[src/assert_macros.svh]
// ----------------------------------------------------------------------------
// Assertion macros
// Shared concurrent assertion wrappers, clocked on clk_i and held off in reset.
// ----------------------------------------------------------------------------
`ifndef ASSERT_MACROS_SVH
`define ASSERT_MACROS_SVH

// Check that a property holds at every clock edge out of reset
`define ASSERT_HOLDS(lbl, prop, msg) \
  lbl: assert property (@(posedge clk_i) disable iff (!rst_ni) (prop)) else $error(msg);

// Check that a condition never occurs out of reset
`define ASSERT_NEVER(lbl, cond, msg) \
  lbl: assert property (@(posedge clk_i) disable iff (!rst_ni) !(cond)) else $error(msg);

`endif

[src/mie_pkg.sv]
// ----------------------------------------------------------------------------
// mie_pkg
// Types and codes shared by the I-type execute unit.
// ----------------------------------------------------------------------------
package mie_pkg;

  // Operation codes carried on the input tuser
  typedef enum logic [4:0] {
    KIND_BEQ    = 5'd0,
    KIND_BNE    = 5'd1,
    KIND_BLEZ   = 5'd2,
    KIND_BGTZ   = 5'd3,
    KIND_BLTZ   = 5'd4,
    KIND_BLTZAL = 5'd5,
    KIND_BGEZ   = 5'd6,
    KIND_BGEZAL = 5'd7,
    KIND_ADDI   = 5'd8,
    KIND_ADDIU  = 5'd9,
    KIND_SLTI   = 5'd10,
    KIND_SLTIU  = 5'd11,
    KIND_ANDI   = 5'd12,
    KIND_ORI    = 5'd13,
    KIND_XORI   = 5'd14,
    KIND_LUI    = 5'd15,
    KIND_LB     = 5'd16,
    KIND_LH     = 5'd17,
    KIND_LBU    = 5'd18,
    KIND_LHU    = 5'd19,
    KIND_SB     = 5'd20,
    KIND_SH     = 5'd21,
    KIND_SW     = 5'd22,
    KIND_LW     = 5'd23,
    KIND_LWL    = 5'd24,
    KIND_LWR    = 5'd25
  } kind_e;

  // Memory access kind
  typedef enum logic [1:0] {
    ACC_NONE  = 2'd0,
    ACC_READ  = 2'd1,
    ACC_WRITE = 2'd2
  } access_e;

  // Access size
  typedef enum logic [1:0] {
    SIZE_BYTE = 2'd0,
    SIZE_HALF = 2'd1,
    SIZE_WORD = 2'd2
  } size_e;

  localparam int unsigned InDataW  = 144;
  localparam int unsigned OutDataW = 128;
  localparam int unsigned KindW    = 5;

  // One instruction as registered at the input
  typedef struct packed {
    logic [4:0]  kind;
    logic [31:0] source_value;
    logic [31:0] target_value;
    logic [15:0] immediate;
    logic [31:0] program_counter;
    logic [31:0] memory_data;
  } item_t;

  // One execute result
  typedef struct packed {
    logic               write_enable;
    logic [31:0]        write_value;
    logic               link_write;
    logic               branch_taken;
    logic signed [17:0] branch_offset;
    access_e            memory_access;
    size_e              access_size;
    logic [31:0]        memory_address;
    logic [31:0]        store_value;
    logic               overflow;
  } res_t;

endpackage

[src/mie_execute.sv]
// ----------------------------------------------------------------------------
// mie_execute
// Single-pass datapath: ALU-immediate ops, branch compare, address and
// store data generation, load extension and lwl/lwr merge.
// ----------------------------------------------------------------------------
module mie_execute (
  input  mie_pkg::item_t item_i,
  output mie_pkg::res_t  res_o
);
  import mie_pkg::*;

  logic [31:0] rs;
  logic [31:0] rt;
  logic [31:0] md;
  logic [31:0] simm;
  logic [31:0] zimm;
  logic [31:0] addr;
  logic [31:0] addr_word;
  logic [1:0]  off;
  logic        neg;
  logic        rs_zero;

  // Common operand preparation
  assign rs        = item_i.source_value;
  assign rt        = item_i.target_value;
  assign md        = item_i.memory_data;
  assign simm      = {{16{item_i.immediate[15]}}, item_i.immediate};
  assign zimm      = {16'h0000, item_i.immediate};
  assign addr      = rs + simm;
  assign addr_word = {addr[31:2], 2'b00};
  assign off       = addr[1:0];
  assign neg       = rs[31];
  assign rs_zero   = (rs == 32'h0000_0000);

  // Decode and compute
  always_comb begin
    res_o = '0;
    res_o.memory_access = ACC_NONE;
    res_o.access_size   = SIZE_BYTE;
    unique case (kind_e'(item_i.kind))
      KIND_BEQ, KIND_BNE, KIND_BLEZ, KIND_BGTZ,
      KIND_BLTZ, KIND_BLTZAL, KIND_BGEZ, KIND_BGEZAL: begin
        res_o.branch_offset = {item_i.immediate, 2'b00};
        unique case (kind_e'(item_i.kind))
          KIND_BEQ:               res_o.branch_taken = (rs == rt);
          KIND_BNE:               res_o.branch_taken = (rs != rt);
          KIND_BLEZ:              res_o.branch_taken = neg | rs_zero;
          KIND_BGTZ:              res_o.branch_taken = ~neg & ~rs_zero;
          KIND_BLTZ, KIND_BLTZAL: res_o.branch_taken = neg;
          default:                res_o.branch_taken = ~neg;
        endcase
        // Linking branches write PC+8 to r31 taken or not
        if (kind_e'(item_i.kind) == KIND_BLTZAL || kind_e'(item_i.kind) == KIND_BGEZAL) begin
          res_o.write_enable = 1'b1;
          res_o.link_write   = 1'b1;
          res_o.write_value  = item_i.program_counter + 32'd8;
        end
      end
      KIND_ADDI: begin
        // Suppress the write on signed overflow
        if ((rs[31] == simm[31]) && (addr[31] != rs[31])) begin
          res_o.overflow = 1'b1;
        end else begin
          res_o.write_enable = 1'b1;
          res_o.write_value  = addr;
        end
      end
      KIND_ADDIU: begin
        res_o.write_enable = 1'b1;
        res_o.write_value  = addr;
      end
      KIND_SLTI: begin
        res_o.write_enable = 1'b1;
        res_o.write_value  = {31'd0, ($signed(rs) < $signed(simm))};
      end
      KIND_SLTIU: begin
        res_o.write_enable = 1'b1;
        res_o.write_value  = {31'd0, (rs < simm)};
      end
      KIND_ANDI: begin
        res_o.write_enable = 1'b1;
        res_o.write_value  = rs & zimm;
      end
      KIND_ORI: begin
        res_o.write_enable = 1'b1;
        res_o.write_value  = rs | zimm;
      end
      KIND_XORI: begin
        res_o.write_enable = 1'b1;
        res_o.write_value  = rs ^ zimm;
      end
      KIND_LUI: begin
        res_o.write_enable = 1'b1;
        res_o.write_value  = {item_i.immediate, 16'h0000};
      end
      KIND_SB, KIND_SH, KIND_SW: begin
        res_o.memory_access  = ACC_WRITE;
        res_o.memory_address = addr;
        unique case (kind_e'(item_i.kind))
          KIND_SB: begin
            res_o.access_size = SIZE_BYTE;
            res_o.store_value = {24'd0, rt[7:0]};
          end
          KIND_SH: begin
            res_o.access_size = SIZE_HALF;
            res_o.store_value = {16'd0, rt[15:0]};
          end
          default: begin
            res_o.access_size = SIZE_WORD;
            res_o.store_value = rt;
          end
        endcase
      end
      KIND_LB, KIND_LH, KIND_LBU, KIND_LHU, KIND_LW, KIND_LWL, KIND_LWR: begin
        res_o.memory_access  = ACC_READ;
        res_o.write_enable   = 1'b1;
        res_o.memory_address = addr;
        unique case (kind_e'(item_i.kind))
          KIND_LB: begin
            res_o.access_size = SIZE_BYTE;
            res_o.write_value = {{24{md[7]}}, md[7:0]};
          end
          KIND_LH: begin
            res_o.access_size = SIZE_HALF;
            res_o.write_value = {{16{md[15]}}, md[15:0]};
          end
          KIND_LBU: begin
            res_o.access_size = SIZE_BYTE;
            res_o.write_value = {24'd0, md[7:0]};
          end
          KIND_LHU: begin
            res_o.access_size = SIZE_HALF;
            res_o.write_value = {16'd0, md[15:0]};
          end
          KIND_LW: begin
            res_o.access_size = SIZE_WORD;
            res_o.write_value = md;
          end
          KIND_LWL: begin
            // Merge the low-order bytes of the aligned word into the high end of rt
            res_o.access_size    = SIZE_WORD;
            res_o.memory_address = addr_word;
            unique case (off)
              2'd0:    res_o.write_value = md;
              2'd1:    res_o.write_value = {md[23:0], rt[7:0]};
              2'd2:    res_o.write_value = {md[15:0], rt[15:0]};
              default: res_o.write_value = {md[7:0], rt[23:0]};
            endcase
          end
          default: begin
            // Merge the high-order bytes of the aligned word into the low end of rt
            res_o.access_size    = SIZE_WORD;
            res_o.memory_address = addr_word;
            unique case (off)
              2'd0:    res_o.write_value = {rt[31:8], md[31:24]};
              2'd1:    res_o.write_value = {rt[31:16], md[31:16]};
              2'd2:    res_o.write_value = {rt[31:24], md[31:8]};
              default: res_o.write_value = md;
            endcase
          end
        endcase
      end
      default: begin
        // Unused codes leave every field at zero
        res_o = '0;
      end
    endcase
  end

endmodule

[src/mips_itype_execute.sv]
// ----------------------------------------------------------------------------
// mips_itype_execute
// MIPS32 I-type execute unit with registered input and output beats.
// ----------------------------------------------------------------------------
// Usage:
//   One input beat carries one I-type instruction: the operation code on
//   s_axis_tuser, the rs/rt values, immediate, PC and loaded data on
//   s_axis_tdata. One output beat carries its result: write enable and
//   value, link flag, branch decision and offset, memory access kind, size,
//   address and store data, and the addi overflow flag.
//   Path: an accepted beat passes the input register and then the result
//   register before it appears on m_axis_tvalid.
//   Throughput: one instruction per cycle, sustained while m_axis_tready is
//   high; the whole calculation sits between the two registers.
//   Stall: when the receiver holds m_axis_tready low the result register
//   holds its beat and the input register still takes one more beat; after
//   that s_axis_tready drops until the result is taken.
//   Reset: both stages empty, s_axis_tready high, m_axis_tvalid low.
// ----------------------------------------------------------------------------
module mips_itype_execute (
  input  logic                          clk_i,
  input  logic                          rst_ni,
  input  logic                          s_axis_tvalid,
  output logic                          s_axis_tready,
  // tuser: kind[4:0]
  input  logic [mie_pkg::KindW-1:0]     s_axis_tuser,
  // tdata: source_value[31:0], target_value[63:32], immediate[79:64],
  //        program_counter[111:80], memory_data[143:112]
  input  logic [mie_pkg::InDataW-1:0]   s_axis_tdata,
  output logic                          m_axis_tvalid,
  input  logic                          m_axis_tready,
  // tdata: write_enable[0], write_value[32:1], link_write[33],
  //        branch_taken[34], branch_offset[52:35], memory_access[54:53],
  //        access_size[56:55], memory_address[88:57], store_value[120:89],
  //        overflow[121], zero pad [127:122]
  output logic [mie_pkg::OutDataW-1:0]  m_axis_tdata
);
  import mie_pkg::*;

  logic  in_vld_q;
  item_t in_q;
  logic  out_vld_q;
  res_t  res_d;
  res_t  res_q;
  logic  in_take;
  logic  advance;

  // Move the held instruction forward when the result slot is free or its beat is being taken
  assign advance       = in_vld_q & (~out_vld_q | m_axis_tready);
  assign s_axis_tready = ~in_vld_q | advance;
  assign in_take       = s_axis_tvalid & s_axis_tready;

  // Input stage valid
  always_ff @(posedge clk_i or negedge rst_ni) begin
    if (!rst_ni) begin
      in_vld_q <= 1'b0;
    end else if (in_take) begin
      in_vld_q <= 1'b1;
    end else if (advance) begin
      in_vld_q <= 1'b0;
    end
  end

  // Input stage payload
  always_ff @(posedge clk_i) begin
    if (in_take) begin
      in_q.kind            <= s_axis_tuser;
      in_q.source_value    <= s_axis_tdata[31:0];
      in_q.target_value    <= s_axis_tdata[63:32];
      in_q.immediate       <= s_axis_tdata[79:64];
      in_q.program_counter <= s_axis_tdata[111:80];
      in_q.memory_data     <= s_axis_tdata[143:112];
    end
  end

  mie_execute u_execute (
    .item_i (in_q),
    .res_o  (res_d)
  );

  // Result stage valid
  always_ff @(posedge clk_i or negedge rst_ni) begin
    if (!rst_ni) begin
      out_vld_q <= 1'b0;
    end else if (advance) begin
      out_vld_q <= 1'b1;
    end else if (m_axis_tready) begin
      out_vld_q <= 1'b0;
    end
  end

  // Result stage payload
  always_ff @(posedge clk_i) begin
    if (advance) begin
      res_q <= res_d;
    end
  end

  // Pack the result beat
  assign m_axis_tvalid = out_vld_q;
  assign m_axis_tdata  = {6'd0,
                          res_q.overflow,
                          res_q.store_value,
                          res_q.memory_address,
                          res_q.access_size,
                          res_q.memory_access,
                          res_q.branch_offset,
                          res_q.branch_taken,
                          res_q.link_write,
                          res_q.write_value,
                          res_q.write_enable};

`include "assert_macros.svh"

  `ASSERT_NEVER(a_ovf_no_write, out_vld_q && res_q.overflow && res_q.write_enable, "overflow with write enabled")
  `ASSERT_HOLDS(a_link_writes, (out_vld_q && res_q.link_write) |-> res_q.write_enable, "link without write")
  `ASSERT_HOLDS(a_no_acc_no_addr, (out_vld_q && res_q.memory_access == ACC_NONE) |-> (res_q.memory_address == 32'd0 && res_q.access_size == SIZE_BYTE && res_q.store_value == 32'd0), "address or size without access")
  `ASSERT_HOLDS(a_out_from_in, $rose(out_vld_q) |-> $past(in_vld_q), "result without held instruction")

endmodule

[config.mk]
export PLATFORM = sky130hd
export DESIGN_NAME = mips_itype_execute
export DESIGN_NICKNAME = d
export VERILOG_FILES = /design/src/mie_pkg.sv /design/src/mie_execute.sv /design/src/mips_itype_execute.sv
export VERILOG_INCLUDE_DIRS = /design/src /design/src/src
export SDC_FILE = /design/constraint.sdc
export NUM_CORES = 1
export LEC_CHECK = 0
export BUFFER_PORTS_ARGS = -buffer_cell sky130_fd_sc_hd__buf_2
export CORE_UTILIZATION = 60
export CTS_BUF_LIST = sky130_fd_sc_hd__clkbuf_2 sky130_fd_sc_hd__clkbuf_4 sky130_fd_sc_hd__clkbuf_8
export DETAILED_ROUTE_END_ITERATION = 6
export MAX_ROUTING_LAYER = met4
export PLACE_DENSITY_LB_ADDON = 0.3
export SLEW_MARGIN = 20
export SYNTH_ARGS = -nofsm -noshare
export SYNTH_HDL_FRONTEND = slang
export SYNTH_SLANG_ARGS = --single-unit
[constraint.sdc]
create_clock -name clk_i -period 9.4 [get_ports clk_i]
set_input_delay 1.88 -clock clk_i [delete_from_list [all_inputs] [get_ports clk_i]]
set_output_delay 1.88 -clock clk_i [all_outputs]
set_load 0.02 [all_outputs]
==> reports/summary.txt <==
Outcome = finished with violations
Violated checks = DRC
Final Max Slew Viols = 0
Die area = 26130 µm²
PortBufs = 274
Leakage = 7.122 nW
Gr usage total = 38.52%
Share of the synthesized area in the top cell type = 52.81%
Maximum VDD drop = 209.5 µV
Placeable Area = 25110 µm²
Distinct cell type count after synthesis = 78
Crit start category = flip-flop
Die Y = 161.7 µm
Commonest register cell after synthesis = edfxtp_1
Ys async rst share = 0.7380%
Total grt overflow = 0
Type of the worst setup path = reg -> reg
Initial antenna violation count = 1
Mapped Area = 15290 µm²
Post-synth EDFFs = 269
# hold bufs at CTS = 0
Latest clock arrival within the worst-skew pair = 0.57 ns
Arr. time, crit path = 5.43 ns
Final setup fails = 0
Seq/Total Area, Yosys = 53.14%
Clock Pin Slew Worst Setup and Hold Paths = 0.06 ns
Gpl congestion = 1.019
Resized cells post-CTS = 0
CP max FO = 19
First-pass GRT wire length = 71.74 mm
DR WL/cell = 25.76 µm
Initial Utilization = 60.91%
DRT Wirelength = 49.39 mm
Antenna viol nets, final = 0
Final nets = 1787
Remaining DRCs = 4
DP HPWL = 36.71 mm
Slew margin rel. = 30.45%
Area growth syn-to-layout = 15.61%
Synth area leaders = edfxtp_1 (53%), ha_1 (6.5%), o221ai_2 (2.8%)
Root Driver = clkbuf_8
DRT iter0 DRCs = 1908
Min-delay worst type = reg -> reg
Fraction of layout cells with a size suffix above 1 = 26.48%
Req. time, crit path = 9.68 ns
Unrepaired setup endpoints after global routing = false
Fillcell total = 1846
MaxCap Viol Count = 0
Final hold violations = 0
M2 GR Usage = 56.86%
Io pins = 283
Pwr dens = 186.5 nW/µm²
Grt met3 use = 9.678%
Num CTS Buffers = 44
CP Capture Type = flip-flop
Vias per inst = 6.460
H-tree Lvls = 2
Row Count = 58
First-pass DRT Iterations = 7
Vias in the first global route = 11590
Sum Neg Setup Slack = 0 ns
Leading area contributor after synthesis = edfxtp_1
Total setup buffers inserted after CTS = 0
CTS tree = yes
Die Width = 161.7 µm
Minimum clock period = 5.152 ns
Maximum clock path buffer count = 3
Cell count after placement = 1837
Tcrit/Tclk final = 54.81%
Grt met1 use = 51.65%
F_max = 0.1941 GHz
Busiest grt layer = met2
Final WS setup = 4.248 ns
Pre-CTS setup slack = 4.299 ns
Clock skew = 0.01428 ns
Yosys warning count = 0
Slew @ Worst Pin = 1.043 ns
Post-Syn Instances = 1289
Seq cells post-synth = 271
Via count = 12380
Mean area per synthesized cell = 11.87 µm²
Largest net degree at the start of global routing = 85
Clk sinks = 271
Final cell count without fillers = 1917
-- kinds of logic (layout without fill, tap and decap cells) --
| family | after synthesis | count (layout) | share of synthesized area [%] |
|---|---|---|---|
| xor gates and xnor gates | 89 | 89 | 5.146 |
| AOI/OAI and AO/OA | 300 | 300 | 15.02 |
| adders and majority gates | 81 | 81 | 6.675 |
| and+or+nand+nor | 373 | 373 | 12.24 |
| DFF | 271 | 271 | 53.14 |
| buffers and inverters | 137 | 427 | 4.516 |
| muxes | 37 | 37 | 3.239 |
| other | 1 | 9 | 0.02452 |
-- metrics by stage --
step,utilization [%],total power [mW],cell area [µm²],hold slack (ns)
after floorplan,-,1.985,15320,0.4490
after global placement,66.71,2.213,16750,0.4726
after detailed placement,66.71,2.218,16750,0.4875
after CTS,70.38,3.283,17670,0.4994
after global routing,70.42,3.397,17680,0.5436
final,70.42,3.298,17680,0.4956
-- cells in the final DEF (no fill, tap or decap), types with 10 or more instances in the layout --
master	instances
o221ai_2	29
buf_2	274
nand2_1	88
xor2_1	46
xnor2_1	42
ha_1	79
clkbuf_8	47
a221o_1	15
nand2b_1	19
edfxtp_1	269
inv_1	60
nor4_1	23
o22ai_1	14
a221oi_1	13
nor2_1	88
and3_1	13
clkbuf_4	14
o21ai_0	50
and2_1	37
buf_4	13
a22oi_1	10
a222oi_1	24
clkinv_1	10
a31oi_1	12
a21oi_1	69
nand4_1	14
nand3_1	25
a21o_1	11
mux2i_1	25
nor3_1	32
-- power by group --
part	internal [mW]	switching, mW
logic	0.231	0.449
clock network	0.602	0.476
registers	1.45	0.0884
-- flip-flops by register name, summed over array words and instances, names as in the netlist --
name,count
in_vld_q,1
in_q,149
m_axis_tdata,120
m_axis_tvalid,1
-- layer usage --
layer / routed length [µm] / vias to the layer above
met2: 21690 / 915
li1: - / 5412
met4: 2050 / 0
met1: 19450 / 5902
met5: 0 / -
met3: 6192 / 154
-- path summary, 6_finish.rpt --
| check | to | start | slack, ns | cells past startpoint |
|---|---|---|---|---|
| setup / recovery | m_axis_tdata[3]$_DFFE_PP_ | in_q[79]$_DFFE_PP_ | 4.25 | 12 |
| hold / removal | m_axis_tvalid$_DFFE_PN0P_ | in_vld_q$_DFFE_PN0P_ | 0.50 | 1 |
| setup reg to reg | m_axis_tdata[3]$_DFFE_PP_ | in_q[79]$_DFFE_PP_ | 4.25 | 12 |
| hold reg to reg | m_axis_tvalid$_DFFE_PN0P_ | in_vld_q$_DFFE_PN0P_ | 0.50 | 1 |
| max in group asynchronous | m_axis_tvalid$_DFFE_PN0P_ | rst_ni | 8.20 | 1 |
| min in group asynchronous | in_vld_q$_DFFE_PN0P_ | rst_ni | 1.10 | 1 |
-- synth_stat cells, drive strengths merged, types with 15 or more instances --
master / instances
nor4: 25
nor2: 90
xor2: 46
edfxtp: 269
a222oi: 24
nor3: 34
nand2b: 20
nand3: 26
a221o: 15
buf: 43
clkbuf: 26
ha: 80
a21oi: 69
and2: 39
xnor2: 43
nand2: 88
o21ai: 56
inv: 60
o221ai: 30
mux2i: 25
-- area by class of cell --
type	instances	area, µm²	area share (%)
Sequential cell	271	8128	45.97
Antenna cell	1	2.502	0.01415
Tap cell	330	412.9	2.335
Clock buffer	61	752.0	4.253
Timing Repair Buffer	287	1469	8.307
Clock inverter	18	168.9	0.9553
Multi-Input combinational cell	888	6520	36.87
Inverter	61	229.0	1.295
-- worst max-delay path: stages, from the launching register on --
cell and delay (ns):
edfxtp_1 0.88, inv_1 0.62, ha_1 0.56, inv_1 0.12, a21oi_1 0.19, o31ai_1 0.14
a311oi_1 0.32, o21ai_0 0.13, and4bb_4 0.34, mux2_4 0.34, o21ai_4 0.60, buf_4 0.43
o221ai_1 0.17
Power figures use the tool's default switching activity.
